===== src/rtl/core/ramr_pkg.sv =====
`timescale 1ns / 1ps
// ============================================================================
// ramr_pkg
// Shared width constants, state encoding and controller/datapath command and
// status types for the rational add/multiply/reduce block.
// ============================================================================
package ramr_pkg;

    localparam int unsigned WIDTH = 32;
    localparam int unsigned CNT_W = $clog2(WIDTH + 1);

    typedef logic [WIDTH-1:0] t_word;

    typedef enum logic {
        OP_ADD = 1'b0,
        OP_MUL = 1'b1
    } t_op;

    typedef enum logic [3:0] {
        S_IDLE,
        S_NORM_START,
        S_PREP,
        S_GCD_TEST,
        S_GCD_DIV,
        S_DIVN_START,
        S_DIVN,
        S_DIVD_START,
        S_DIVD,
        S_NORM_DONE,
        S_MUL1,
        S_MUL2,
        S_MUL3,
        S_OUT
    } t_state;

    // controller -> datapath
    typedef struct packed {
        logic       load;       // capture operands
        logic       sel_load;   // load working pair from slot (0=a,1=b,2=result)
        logic [1:0] slot;
        logic       prep;       // sign fix, gcd init
        logic       gcd_start;  // start divider on gcd pair
        logic       gcd_step;   // gcd pair <= (b, r)
        logic       divn_start; // divide n by g
        logic       divd_start; // divide d by g
        logic       latch_n;    // n <= quotient
        logic       latch_d;    // d <= quotient
        logic       zero_zero;  // set 0/0 and flag
        logic       store;      // write working pair back to slot
        logic       mul1;
        logic       mul2;
        logic       mul3;
        logic       emit;
    } t_cmd;

    // datapath -> controller
    typedef struct packed {
        logic div_done;
        logic gcd_b_zero;
        logic gcd_a_zero;
    } t_stat;

endpackage


===== src/rtl/core/ramr_div.sv =====
`timescale 1ns / 1ps
// ============================================================================
// ramr_div
// Iterative truncating signed divider, one quotient bit per cycle, with
// two's complement wrap on the most negative value.
// ============================================================================
module ramr_div (
    input  logic             i_clk,
    input  logic             i_rst_n,
    input  logic             i_start,
    input  ramr_pkg::t_word  i_a,
    input  ramr_pkg::t_word  i_b,
    output logic             o_done,
    output ramr_pkg::t_word  o_q,
    output ramr_pkg::t_word  o_r
);

    localparam int unsigned W = ramr_pkg::WIDTH;

    logic                        r_busy, n_busy;
    logic [ramr_pkg::CNT_W-1:0]  r_cnt, n_cnt;
    ramr_pkg::t_word             r_q, n_q;
    ramr_pkg::t_word             r_rem, n_rem;
    ramr_pkg::t_word             r_div, n_div;
    logic                        r_qneg, n_qneg;
    logic                        r_rneg, n_rneg;
    logic                        r_done, n_done;
    logic [W:0]                  w_trial;
    ramr_pkg::t_word             w_ua, w_ub;

    assign w_ua    = i_a[W-1] ? (~i_a + 1'b1) : i_a;
    assign w_ub    = i_b[W-1] ? (~i_b + 1'b1) : i_b;
    assign w_trial = {r_rem, r_q[W-1]} - {1'b0, r_div};

    // shift-subtract restoring division on magnitudes
    always_comb begin
        n_busy = r_busy;
        n_cnt  = r_cnt;
        n_q    = r_q;
        n_rem  = r_rem;
        n_div  = r_div;
        n_qneg = r_qneg;
        n_rneg = r_rneg;
        n_done = 1'b0;
        if (i_start) begin
            n_busy = 1'b1;
            n_cnt  = ramr_pkg::CNT_W'(W);
            n_q    = w_ua;
            n_rem  = '0;
            n_div  = w_ub;
            n_qneg = i_a[W-1] ^ i_b[W-1];
            n_rneg = i_a[W-1];
        end else if (r_busy) begin
            if (!w_trial[W]) begin
                n_rem = w_trial[W-1:0];
                n_q   = {r_q[W-2:0], 1'b1};
            end else begin
                n_rem = {r_rem[W-2:0], r_q[W-1]};
                n_q   = {r_q[W-2:0], 1'b0};
            end
            n_cnt = r_cnt - 1'b1;
            if (r_cnt == ramr_pkg::CNT_W'(1)) begin
                n_busy = 1'b0;
                n_done = 1'b1;
            end
        end
    end

    always_ff @(posedge i_clk) begin
        if (!i_rst_n) begin
            r_busy <= 1'b0;
            r_done <= 1'b0;
            r_cnt  <= '0;
        end else begin
            r_busy <= n_busy;
            r_done <= n_done;
            r_cnt  <= n_cnt;
        end
        r_q    <= n_q;
        r_rem  <= n_rem;
        r_div  <= n_div;
        r_qneg <= n_qneg;
        r_rneg <= n_rneg;
    end

    assign o_done = r_done;
    assign o_q    = r_qneg ? (~r_q + 1'b1) : r_q;
    assign o_r    = r_rneg ? (~r_rem + 1'b1) : r_rem;

    // done is a single-cycle pulse
    a_done_pulse: assert property (@(posedge i_clk) disable iff (!i_rst_n)
        r_done |=> !r_done) else $error("divider done held");
    // done only after busy
    a_done_after_busy: assert property (@(posedge i_clk) disable iff (!i_rst_n)
        $rose(r_done) |-> $past(r_busy)) else $error("done without busy");
    // busy is already clear whenever done is high
    a_busy_clear: assert property (@(posedge i_clk) disable iff (!i_rst_n)
        r_done |-> !r_busy) else $error("busy with done");

endmodule


===== src/rtl/core/ramr_datapath.sv =====
`timescale 1ns / 1ps
// ============================================================================
// ramr_datapath
// Operand and result registers, normalize working pair, gcd pair, shared
// divider and a single 32x32 multiplier used in the three product steps.
// ============================================================================
module ramr_datapath (
    input  logic             i_clk,
    input  logic             i_rst_n,
    input  ramr_pkg::t_cmd   i_cmd,
    input  logic             i_op,
    input  logic [31:0]      i_a_num,
    input  logic [31:0]      i_a_den,
    input  logic [31:0]      i_b_num,
    input  logic [31:0]      i_b_den,
    output ramr_pkg::t_stat  o_stat,
    output logic             o_op_mul,
    output logic [31:0]      o_result_num,
    output logic [31:0]      o_result_den,
    output logic             o_zero_over_zero
);

    ramr_pkg::t_word r_an, r_ad, r_bn, r_bd, r_rn, r_rd;
    ramr_pkg::t_word r_n, r_d, r_ga, r_gb, r_p1, r_p2;
    logic            r_op, r_flag;
    logic            w_start;
    logic            w_div_done;
    ramr_pkg::t_word w_da, w_db, w_q, w_r, w_ma, w_mb, w_prod;
    ramr_pkg::t_word w_ln, w_ld, w_nabs;

    // divider operand select
    always_comb begin
        w_da = r_ga;
        w_db = r_gb;
        if (i_cmd.divn_start) begin
            w_da = r_n;
            w_db = r_ga;
        end else if (i_cmd.divd_start) begin
            w_da = r_d;
            w_db = r_ga;
        end
    end
    assign w_start = i_cmd.gcd_start | i_cmd.divn_start | i_cmd.divd_start;

    ramr_div u_div (
        .i_clk   (i_clk),
        .i_rst_n (i_rst_n),
        .i_start (w_start),
        .i_a     (w_da),
        .i_b     (w_db),
        .o_done  (w_div_done),
        .o_q     (w_q),
        .o_r     (w_r)
    );

    // multiplier operand select
    always_comb begin
        w_ma = r_ad;
        w_mb = r_bd;
        if (i_cmd.mul2) begin
            w_ma = r_an;
            w_mb = r_op ? r_bn : r_bd;
        end else if (i_cmd.mul3) begin
            w_ma = r_bn;
            w_mb = r_ad;
        end
    end
    assign w_prod = w_ma * w_mb;

    // working pair source
    always_comb begin
        case (i_cmd.slot)
            2'd0:    begin w_ln = r_an; w_ld = r_ad; end
            2'd1:    begin w_ln = r_bn; w_ld = r_bd; end
            default: begin w_ln = r_rn; w_ld = r_rd; end
        endcase
    end
    assign w_nabs = r_n[ramr_pkg::WIDTH-1] ? (~r_n + 1'b1) : r_n;

    always_ff @(posedge i_clk) begin
        if (!i_rst_n) begin
            r_flag <= 1'b0;
        end else if (i_cmd.load) begin
            r_flag <= 1'b0;
        end else if (i_cmd.zero_zero) begin
            r_flag <= 1'b1;
        end
        if (i_cmd.load) begin
            r_op <= i_op;
            r_an <= i_a_num;
            r_ad <= i_a_den;
            r_bn <= i_b_num;
            r_bd <= i_b_den;
        end
        if (i_cmd.sel_load) begin
            r_n <= w_ln;
            r_d <= w_ld;
        end
        // move sign of denominator, set up gcd pair
        if (i_cmd.prep) begin
            if (r_d[ramr_pkg::WIDTH-1]) begin
                r_n  <= ~r_n + 1'b1;
                r_d  <= ~r_d + 1'b1;
                r_ga <= w_nabs;
                r_gb <= ~r_d + 1'b1;
            end else begin
                r_ga <= w_nabs;
                r_gb <= r_d;
            end
        end
        if (i_cmd.gcd_step) begin
            r_ga <= r_gb;
            r_gb <= w_r;
        end
        if (i_cmd.latch_n) r_n <= w_q;
        if (i_cmd.latch_d) r_d <= w_q;
        if (i_cmd.zero_zero) begin
            r_n <= '0;
            r_d <= '0;
        end
        if (i_cmd.store) begin
            case (i_cmd.slot)
                2'd0:    begin r_an <= r_n; r_ad <= r_d; end
                2'd1:    begin r_bn <= r_n; r_bd <= r_d; end
                default: begin r_rn <= r_n; r_rd <= r_d; end
            endcase
        end
        if (i_cmd.mul1) r_p1 <= w_prod;
        if (i_cmd.mul2) r_p2 <= w_prod;
        if (i_cmd.mul3) begin
            r_rd <= r_p1;
            r_rn <= r_op ? r_p2 : (r_p2 + w_prod);
        end
    end

    assign o_stat.div_done   = w_div_done;
    assign o_stat.gcd_b_zero = (r_gb == '0);
    assign o_stat.gcd_a_zero = (r_ga == '0);
    assign o_op_mul          = r_op;
    assign o_result_num      = r_rn;
    assign o_result_den      = r_rd;
    assign o_zero_over_zero  = r_flag;

    // flag only rises on a 0/0 command
    a_flag_src: assert property (@(posedge i_clk) disable iff (!i_rst_n)
        $rose(r_flag) |-> $past(i_cmd.zero_zero)) else $error("flag without 0/0");
    // 0/0 clears working pair
    a_zz_clear: assert property (@(posedge i_clk) disable iff (!i_rst_n)
        i_cmd.zero_zero |=> (r_n == '0 && r_d == '0)) else $error("0/0 not cleared");
    // gcd division only starts with a nonzero divisor
    a_gcd_nz: assert property (@(posedge i_clk) disable iff (!i_rst_n)
        i_cmd.gcd_start |-> !o_stat.gcd_b_zero) else $error("gcd divide by zero");

endmodule


===== src/rtl/core/ramr_ctrl.sv =====
`timescale 1ns / 1ps
// ============================================================================
// ramr_ctrl
// Sequencer: three normalizations (a, b, result) around the product step.
// ============================================================================
module ramr_ctrl (
    input  logic             i_clk,
    input  logic             i_rst_n,
    input  logic             i_start,
    input  ramr_pkg::t_stat  i_stat,
    output ramr_pkg::t_cmd   o_cmd,
    output logic             o_busy,
    output logic             o_done
);

    ramr_pkg::t_state r_state, n_state;
    logic [1:0]       r_slot, n_slot;

    // next state
    always_comb begin
        n_state = r_state;
        n_slot  = r_slot;
        case (r_state)
            ramr_pkg::S_IDLE: begin
                if (i_start) begin
                    n_state = ramr_pkg::S_NORM_START;
                    n_slot  = 2'd0;
                end
            end
            ramr_pkg::S_NORM_START: n_state = ramr_pkg::S_PREP;
            ramr_pkg::S_PREP: n_state = ramr_pkg::S_GCD_TEST;
            ramr_pkg::S_GCD_TEST: begin
                if (!i_stat.gcd_b_zero) n_state = ramr_pkg::S_GCD_DIV;
                else if (i_stat.gcd_a_zero) n_state = ramr_pkg::S_NORM_DONE;
                else n_state = ramr_pkg::S_DIVN_START;
            end
            ramr_pkg::S_GCD_DIV: if (i_stat.div_done) n_state = ramr_pkg::S_GCD_TEST;
            ramr_pkg::S_DIVN_START: n_state = ramr_pkg::S_DIVN;
            ramr_pkg::S_DIVN: if (i_stat.div_done) n_state = ramr_pkg::S_DIVD_START;
            ramr_pkg::S_DIVD_START: n_state = ramr_pkg::S_DIVD;
            ramr_pkg::S_DIVD: if (i_stat.div_done) n_state = ramr_pkg::S_NORM_DONE;
            ramr_pkg::S_NORM_DONE: begin
                if (r_slot == 2'd0) begin
                    n_slot  = 2'd1;
                    n_state = ramr_pkg::S_NORM_START;
                end else if (r_slot == 2'd1) begin
                    n_state = ramr_pkg::S_MUL1;
                end else begin
                    n_state = ramr_pkg::S_OUT;
                end
            end
            ramr_pkg::S_MUL1: n_state = ramr_pkg::S_MUL2;
            ramr_pkg::S_MUL2: n_state = ramr_pkg::S_MUL3;
            ramr_pkg::S_MUL3: begin
                n_slot  = 2'd2;
                n_state = ramr_pkg::S_NORM_START;
            end
            ramr_pkg::S_OUT: n_state = ramr_pkg::S_IDLE;
            default: n_state = ramr_pkg::S_IDLE;
        endcase
    end

    // outputs
    always_comb begin
        o_cmd      = '0;
        o_cmd.slot = r_slot;
        o_busy     = (r_state != ramr_pkg::S_IDLE);
        o_done     = 1'b0;
        case (r_state)
            ramr_pkg::S_IDLE: o_cmd.load = i_start;
            ramr_pkg::S_NORM_START: o_cmd.sel_load = 1'b1;
            ramr_pkg::S_PREP: o_cmd.prep = 1'b1;
            ramr_pkg::S_GCD_TEST: begin
                if (!i_stat.gcd_b_zero) o_cmd.gcd_start = 1'b1;
                else if (i_stat.gcd_a_zero) o_cmd.zero_zero = 1'b1;
                else o_cmd.divn_start = 1'b1;
            end
            ramr_pkg::S_GCD_DIV: o_cmd.gcd_step = i_stat.div_done;
            ramr_pkg::S_DIVN: o_cmd.latch_n = i_stat.div_done;
            ramr_pkg::S_DIVD_START: o_cmd.divd_start = 1'b1;
            ramr_pkg::S_DIVD: o_cmd.latch_d = i_stat.div_done;
            ramr_pkg::S_NORM_DONE: o_cmd.store = 1'b1;
            ramr_pkg::S_MUL1: o_cmd.mul1 = 1'b1;
            ramr_pkg::S_MUL2: o_cmd.mul2 = 1'b1;
            ramr_pkg::S_MUL3: o_cmd.mul3 = 1'b1;
            ramr_pkg::S_OUT: begin
                o_cmd.emit = 1'b1;
                o_done     = 1'b1;
            end
            default: ;
        endcase
    end

    always_ff @(posedge i_clk) begin
        if (!i_rst_n) begin
            r_state <= ramr_pkg::S_IDLE;
            r_slot  <= 2'd0;
        end else begin
            r_state <= n_state;
            r_slot  <= n_slot;
        end
    end

    // done follows the product step only through a result normalization
    a_done_slot: assert property (@(posedge i_clk) disable iff (!i_rst_n)
        o_done |-> r_slot == 2'd2) else $error("done before result reduce");
    // slot never takes an unused code
    a_slot_range: assert property (@(posedge i_clk) disable iff (!i_rst_n)
        r_slot != 2'd3) else $error("bad slot");
    // start in idle always leaves idle
    a_leave_idle: assert property (@(posedge i_clk) disable iff (!i_rst_n)
        (r_state == ramr_pkg::S_IDLE && i_start) |=>
        (r_state == ramr_pkg::S_NORM_START && o_busy))
        else $error("start ignored");

endmodule


===== src/rtl/core/rational_add_multiply_reduce_top.sv =====
`timescale 1ns / 1ps
// ============================================================================
// rational_add_multiply_reduce_top
// Adds or multiplies two fractions and returns the reduced result.
// ============================================================================
// Pulse start while busy is low to launch a transaction. The result is
// shown on o_result_num/o_result_den/o_zero_over_zero for exactly one cycle
// with o_done high; the receiver cannot stall it and must take it then. One
// transaction runs at a time: three gcd reductions share one bit-serial
// divider. A reduction runs one division per gcd step plus two for the
// final divide, none on 0/0. Busy drops in the cycle after o_done, and
// the next transaction can be taken once busy is low.
module rational_add_multiply_reduce_top (
    input  logic        i_clk,
    input  logic        i_rst_n,
    input  logic        start,
    output logic        busy,
    input  logic        i_opcode,
    input  logic [31:0] i_a_num,
    input  logic [31:0] i_a_den,
    input  logic [31:0] i_b_num,
    input  logic [31:0] i_b_den,
    output logic        o_done,
    output logic [31:0] o_result_num,
    output logic [31:0] o_result_den,
    output logic        o_zero_over_zero
);

    ramr_pkg::t_cmd  w_cmd;
    ramr_pkg::t_stat w_stat;
    logic            w_op_mul;

    ramr_ctrl u_ctrl (
        .i_clk   (i_clk),
        .i_rst_n (i_rst_n),
        .i_start (start),
        .i_stat  (w_stat),
        .o_cmd   (w_cmd),
        .o_busy  (busy),
        .o_done  (o_done)
    );

    ramr_datapath u_dp (
        .i_clk            (i_clk),
        .i_rst_n          (i_rst_n),
        .i_cmd            (w_cmd),
        .i_op             (i_opcode),
        .i_a_num          (i_a_num),
        .i_a_den          (i_a_den),
        .i_b_num          (i_b_num),
        .i_b_den          (i_b_den),
        .o_stat           (w_stat),
        .o_op_mul         (w_op_mul),
        .o_result_num     (o_result_num),
        .o_result_den     (o_result_den),
        .o_zero_over_zero (o_zero_over_zero)
    );

    // done only for a transaction whose operation was captured
    a_done_busy: assert property (@(posedge i_clk) disable iff (!i_rst_n)
        o_done |-> busy) else $error("done while idle");
    // operation holds for the whole transaction
    a_op_hold: assert property (@(posedge i_clk) disable iff (!i_rst_n)
        (busy && $past(busy)) |-> $stable(w_op_mul)) else $error("op changed");
    // start is ignored while busy
    a_no_start: assert property (@(posedge i_clk) disable iff (!i_rst_n)
        (busy && $past(busy) && !o_done) |=> busy) else $error("early idle");

endmodule


===== config.mk =====
export PLATFORM = sky130hd
export DESIGN_NAME = rational_add_multiply_reduce_top
export DESIGN_NICKNAME = d
export VERILOG_FILES = /design/src/rtl/core/ramr_pkg.sv /design/src/rtl/core/ramr_div.sv /design/src/rtl/core/ramr_datapath.sv /design/src/rtl/core/ramr_ctrl.sv /design/src/rtl/core/rational_add_multiply_reduce_top.sv
export SDC_FILE = /design/constraint.sdc
export NUM_CORES = 2
export LEC_CHECK = 0
export ABC_CLOCK_PERIOD_IN_PS = 12150
export BUFFER_PORTS_ARGS = -buffer_cell sky130_fd_sc_hd__buf_4
export CORE_UTILIZATION = 33
export DETAILED_ROUTE_END_ITERATION = 6
export HOLD_SLACK_MARGIN = 0.06
export REMOVE_ABC_BUFFERS = 1
export SKIP_LAST_GASP = 1
export SLEW_MARGIN = 40
export SYNTH_ARGS = -nofsm -noshare
export SYNTH_HDL_FRONTEND = slang
export SYNTH_SLANG_ARGS = --single-unit

===== constraint.sdc =====
create_clock -name i_clk -period 12.15 [get_ports i_clk]
set_clock_uncertainty 0.2 [all_clocks]
set_input_delay 0.6075 -clock i_clk [delete_from_list [all_inputs] [get_ports i_clk]]
set_output_delay 0.6075 -clock i_clk [all_outputs]
set_load 0.02 [all_outputs]

Word level (Yosys, flattened, before mapping)
Index checks and enable logic that the tools add are counted.
{"block": "totals", "reg_bits": 498, "inputBits": 132, "out_inout_bits": 67, "wordCells": 174}
{"block": "op_classes", "addsub": 9, "n_mul": 1, "n_eq_ne": 21, "muxes": 90, "bitwise": 11, "reduce_logical": 16}
{"cell": "$mux W32", "count": 48}
{"cell": "$add A32 B1 Y32 const B", "count": 6}
{"cell": "$not A32 Y32", "count": 6}
{"cell": "$pmux W32 S2", "count": 2}
{"cell": "$logic_not A32 Y1", "count": 2}
{"cell": "$pmux W4 S13", "count": 1}
{"cell": "$sub A33 B32 Y33", "count": 1}
{"cell": "$add A32 B32 Y32", "count": 1}
{"cell": "$mul A32 B32 Y32", "count": 1}
{"cell": "$mux W31", "count": 1}
{"cell": "$mux W4", "count": 7}
{"cell": "$mux W1", "count": 25}
{"cell": "$eq A4 B4 Y1 const B", "count": 6}
{"cell": "$eq A4 B3 Y1 const B", "count": 4}
{"cell": "$mux W6", "count": 2}
{"cell": "$ne A2 B1 Y1 const B", "count": 5}
{"cell": "$eq A4 B2 Y1 const B", "count": 2}
{"cell": "$eq A6 B1 Y1 const B", "count": 1}
{"cell": "$pmux W2 S3", "count": 1}
{"cell": "$reduce_bool A2 Y1", "count": 3}
{"cell": "$reduce_or A2 Y1", "count": 3}
{"cell": "$sub A6 B1 Y6 const B", "count": 1}
{"cell": "$eq A4 B1 Y1 const B", "count": 1}
{"cell": "$logic_not A4 Y1", "count": 1}
{"cell": "other kinds (14)", "count": 17}

Longest topological paths before layout
{"block": "logic_depth", "depth_word": 9, "depth_mapped": 47}

By module
A second synthesis with hierarchy kept.
{"block": "unflattened", "cells_unflattened": 5444, "hier_area_um2": 47744.5}
{"module": "ramr_datapath", "n_inst": 1, "cells_per_inst": 4370, "area_each_um2": 38828.5}
{"module": "ramr_div", "n_inst": 1, "cells_per_inst": 988, "area_each_um2": 8245.4}
{"module": "ramr_ctrl", "n_inst": 1, "cells_per_inst": 86, "area_each_um2": 670.6}

Least setup slack after synthesis
Ideal clock, no wire load.
{"block": "synth_timing", "path_kind": "register to register", "start": "register u_ctrl.r_state[0]", "end": "register u_dp.r_rn[30] (netlist: u_dp.o_result_num[30]), data pin", "setup_ns": 0.261, "arrival_time_ns": 10.413, "required_ns": 11.689, "slack_ns": 1.276, "path_stages_with_launch": 46, "n_path_buf": 6, "period_less_slack_ns": 10.874, "cell_sequence": "dfxtp_1 -> buf_6 -> nand4b_2 -> inv_2 -> nand2_1 -> buf_2 -> buf_4 -> buf_2 -> buf_1 -> o221ai_1 -> clkbuf_1 -> nor2_1 -> fa_1 -> inv_1 -> fa_1 -> fa_1 -> fa_1 -> inv_1 -> [10 not listed] -> o21bai_1 -> a21oi_1 -> o21bai_1 -> a21oi_1 -> xnor2_1 -> ha_1 -> a21oi_1 -> o21bai_1 -> a21o_1 -> a21o_1 -> a21o_1 -> a221oi_1 -> o21ai_0 -> a21o_1 -> a21oi_1 -> xnor2_1 -> mux2i_1 -> o21ai_0"}
{"block": "synth_between", "elab_chain_len": 8, "elab_cells_between_ends": 12, "classes_between": "add/sub (1); mul (1); eq/ne (2); mux (8)"}
{"element": "start: declaration", "line": "ramr_ctrl.sv:16", "text": "ramr_pkg::t_state r_state, n_state;"}
{"element": "start signal: assignment", "line": "ramr_ctrl.sv:96", "text": "r_state <= ramr_pkg::S_IDLE;"}
{"element": "start signal: assignment", "line": "ramr_ctrl.sv:99", "text": "r_state <= n_state;"}
{"element": "$eq A4 B4 Y1", "line": "ramr_ctrl.sv:69", "text": "case (r_state)"}
{"element": "$mux W1", "line": "ramr_ctrl.sv:69"}
{"element": "$mux W32", "line": "ramr_datapath.sv:63", "text": "end else if (i_cmd.mul3) begin"}
{"element": "$mux W32", "line": "ramr_datapath.sv:60", "text": "if (i_cmd.mul2) begin"}
{"element": "$mul A32 B32 Y32 *", "line": "ramr_datapath.sv:68", "text": "assign w_prod = w_ma * w_mb;"}
{"element": "named net u_dp.w_prod[20]", "line": "ramr_datapath.sv:28", "text": "ramr_pkg::t_word w_da, w_db, w_q, w_r, w_ma, w_mb, w_prod;"}
{"element": "$add A32 B32 Y32 *", "line": "ramr_datapath.sv:132", "text": "r_rn <= r_op ? r_p2 : (r_p2 + w_prod);"}
{"element": "$mux W32 *", "line": "ramr_datapath.sv:132"}
{"element": "$mux W32 *", "line": "ramr_datapath.sv:130", "text": "if (i_cmd.mul3) begin"}
{"element": "end signal: assignment", "line": "ramr_datapath.sv:125", "text": "default: begin r_rn <= r_n; r_rd <= r_d; end"}
{"element": "end signal: assignment", "line": "ramr_datapath.sv:132"}
{"element": "end: declaration", "line": "ramr_datapath.sv:23", "text": "ramr_pkg::t_word r_an, r_ad, r_bn, r_bd, r_rn, r_rd;"}
The timed path passes the listed nets; every way through them passes the cells marked *.
A chain may end at the register's enable or synchronous reset.

Worst setup path after layout
{"block": "layout_timing", "start": "register u_ctrl.r_state[3]", "end": "register u_dp.r_rn[31] (netlist: u_dp.o_result_num[31]), data pin"}
Same word-level chain as after synthesis.

==> results.sh <==
export IMPL_crit_type="flip-flop to flip-flop"
export IMPL_die_area_um2=145000
export IMPL_yosysMostFrequentCell="nand2_1"
export IMPL_ctsLongestPathBuffers=3
export IMPL_worstPathRequired_ns=12.31
export IMPL_maxCapViolations=0
export IMPL_numCtsBuffers=52
export IMPL_ys_ff_latch=498
export IMPL_hold_path_class="input port to flip-flop"
export IMPL_startpoint_type="flip-flop"
export IMPL_port_buffers=198
export IMPL_grt_pass1_vias=42100
export IMPL_final_max_slew_viol_count=0
export IMPL_synth_top_cells_by_count="nand2_1 (917), nor2_1 (787), inv_1 (487)"
export IMPL_grt_pass1_wl_mm=273
export IMPL_finalSetupViolations=0
export IMPL_synthTopCellsByArea="fa_1 (17%), edfxtp_1 (16%), dfxtp_1 (10%)"
export IMPL_cp_end_kind="flip-flop"
export IMPL_first_pass_iters=6
export IMPL_vias=42800
export IMPL_numClockSinks=498
export IMPL_clk_pin_slew_ns=0.07
export IMPL_place_congestion=1.01
export IMPL_antenna_cells=0
export IMPL_highest_layer="met4"
export IMPL_path_common_cell="fa_1"
export IMPL_yosysTopAreaCell="fa_1"
export IMPL_insertion_delay_ns=0.65
export IMPL_htree_levels=2
export IMPL_wl_met1_mm=76.0
export IMPL_totalWireLength_mm=185
export IMPL_cpPeakStageDelay_ns=0.73
export IMPL_layout_drive_gt1_share=0.102
export IMPL_drc=0
export IMPL_relSlewSlack=0.372
export IMPL_cts_setup_buffers=0
export IMPL_route_met2_wl_mm=83.3
export IMPL_die_x_um=381
export IMPL_synth_distinct_cells=88
export IMPL_cts_tree="done"
export IMPL_crit_slowest_cell="dfxtp_1"
export IMPL_fmax_mhz=87.1
export IMPL_critPathBufInv=4
export IMPL_place_inst=7560
export IMPL_synth_seq_area_share=0.264
export IMPL_clockRootBuffer="clkbuf_16"
export IMPL_avgSynthCellArea_um2=8.32
export IMPL_start_util=0.334
export IMPL_syn_to_final_growth_pct=13.2
export IMPL_async_reset_ff_frac=0
export IMPL_ys_flop_type="edfxtp_1"
export IMPL_arrival_ns=11.64
export IMPL_yosysWarnings=0
export IMPL_dp_hpwl_mm=146
export IMPL_route_met3_wl_mm=15.8
export IMPL_synth_edf_count=259
export IMPL_grt_max_degree=91
export IMPL_post_route_min_period_ns=11.48
export IMPL_grt_overflow=0
export IMPL_vias_per_cell=5.54
export IMPL_syn_inst=5710
export IMPL_drt_iter0_markers=4708
export IMPL_coreArea_um2=142000
export IMPL_hold_viol_final=0
export IMPL_final_net_count=6534
export IMPL_path_delay_family="adder cells"
export IMPL_avgRoutedWirePerCell_um=23.9
export IMPL_die_h_um=381
export IMPL_fin_crit_sh=0.945
export IMPL_critPathMaxFanout=54
export IMPL_layout_cells_non_filler=7730
export IMPL_syn_area_um2=47500
export IMPL_worstMarginPinSlew_ns=0.943
export IMPL_antenna_found_initial=7
export IMPL_yosysTopAreaCellShare=0.173
export IMPL_fp_row_count=138
export IMPL_track_usage=0.249
export IMPL_rsz0062_at_grt="no"
export IMPL_ant_nets=0
export IMPL_status="finished, final reports clean"
export IMPL_io_pin_count=199
-- cell type report --
type                            count  area, um^2
Clock buffer                       78        1580
Clock inverter                     20         290
Fill cell                       14500       88300
Inverter                          489        1840
Multi-Input combinational cell   4339       31800
Sequential cell                   498       12600
Tap cell                         1890        2360
Timing Repair Buffer              416        3350
-- flip-flops by register name, summed over array words and instances, names as in the netlist, 32 cells and up --
signal,count
u_dp.o_result_den,32
u_dp.o_result_num,32
u_dp.r_ad,32
u_dp.r_an,32
u_dp.r_bd,32
u_dp.r_bn,32
u_dp.r_d,32
u_dp.r_ga,32
u_dp.r_gb,32
u_dp.r_n,32
u_dp.r_p1,32
u_dp.r_p2,32
u_dp.u_div.r_div,32
u_dp.u_div.r_q,32
u_dp.u_div.r_rem,32
-- cell usage in the layout (no fill, tap or decap), types with 21 or more instances in the layout --
| cell | n |
|---|---|
| mux2_2 | 61 |
| buf_4 | 334 |
| o211ai_1 | 40 |
| edfxtp_1 | 259 |
| nor3_1 | 60 |
| dlygate4sd3_1 | 70 |
| o31ai_1 | 29 |
| a32oi_1 | 53 |
| xor2_1 | 134 |
| xnor2_1 | 171 |
| mux2i_1 | 143 |
| nand2_1 | 914 |
| nor2_1 | 785 |
| clkbuf_16 | 57 |
| a31oi_1 | 191 |
| inv_1 | 486 |
| nand3_1 | 47 |
| o21bai_1 | 21 |
| o221a_2 | 24 |
| fa_1 | 410 |
| and2_1 | 25 |
| or3_1 | 60 |
| a211oi_1 | 27 |
| dfxtp_1 | 236 |
| nand2b_1 | 60 |
| o21ai_0 | 241 |
| ha_1 | 196 |
| a21oi_1 | 315 |
| a21o_1 | 58 |
-- metrics by stage --
stage	utilization	hold WS [ns]	instance area [um^2]	worst slack, ns	setup TNS [ns]
6_report	0.378	0.0776	53800	0.668	0
5_1_grt	0.378	0.0719	53800	0.153	0
4_1_cts	0.378	0.0601	53700	0.804	0
3_5_place_dp	0.360	0.285	51100	0.876	0
3_3_place_gp	0.359	0.278	51100	0.964	0
2_1_floorplan	-	0.258	45900	-5.71	-257.51
-- metal layers --
layer / vias up / global-route usage
li1: 19300 / -
met1: 21000 / 0.333
met2: 2084 / 0.395
met3: 376 / 0.0354
met4: 0 / 0.114
met5: - / 0
-- what timing repair did --
| action | in CTS | in global routing |
|---|---|---|
| resized for setup | 0 | 0 |
| hold buffers | 70 | 0 |
| endpoints found under the hold margin | 70 | 0 |
-- cells by family (layout without fill, tap and decap cells) --
kind of cell	Yosys count	count (layout)	share of synthesized area
AOI/OAI and AO/OA	1128	1128	0.151
buffers and inverters	873	1003	0.0724
muxes	204	204	0.0446
DFF	498	498	0.264
xor gates and xnor gates	313	313	0.0592
and+or+nand+nor	2088	2088	0.184
adders and majority gates	606	606	0.224
-- worst reg2reg max path, delay by kind of cell, from the launching register on --
kind                     cells  cell delay (ns)
XOR/XNOR                     2             0.33
multiplexers                 1             0.34
adder cells (fa/ha/maj)     10             4.67
buffers and inverters        4             0.91
AO/OA/AOI/OAI               12             2.74
flip-flops                   1             0.73
AND/OR/NAND/NOR              6             1.27
-- path summary, 6_finish.rpt --
path                                   startpoint                     to  slack [ns]  cells past startpoint
worst max-delay path            u_ctrl.r_state[3]  u_dp.o_result_num[31]        0.67                     35
worst min-delay path                   i_b_num[6]           u_dp.r_bn[6]        0.08                      3
worst max register to register  u_ctrl.r_state[3]  u_dp.o_result_num[31]        0.67                     35
worst min register to register      u_dp.r_bd[27]          u_dp.r_bd[27]        0.29                      2
Power is left out: the tool's default activity adds up to more than one toggle a clock period on the data nets, which glitch-free logic cannot reach.
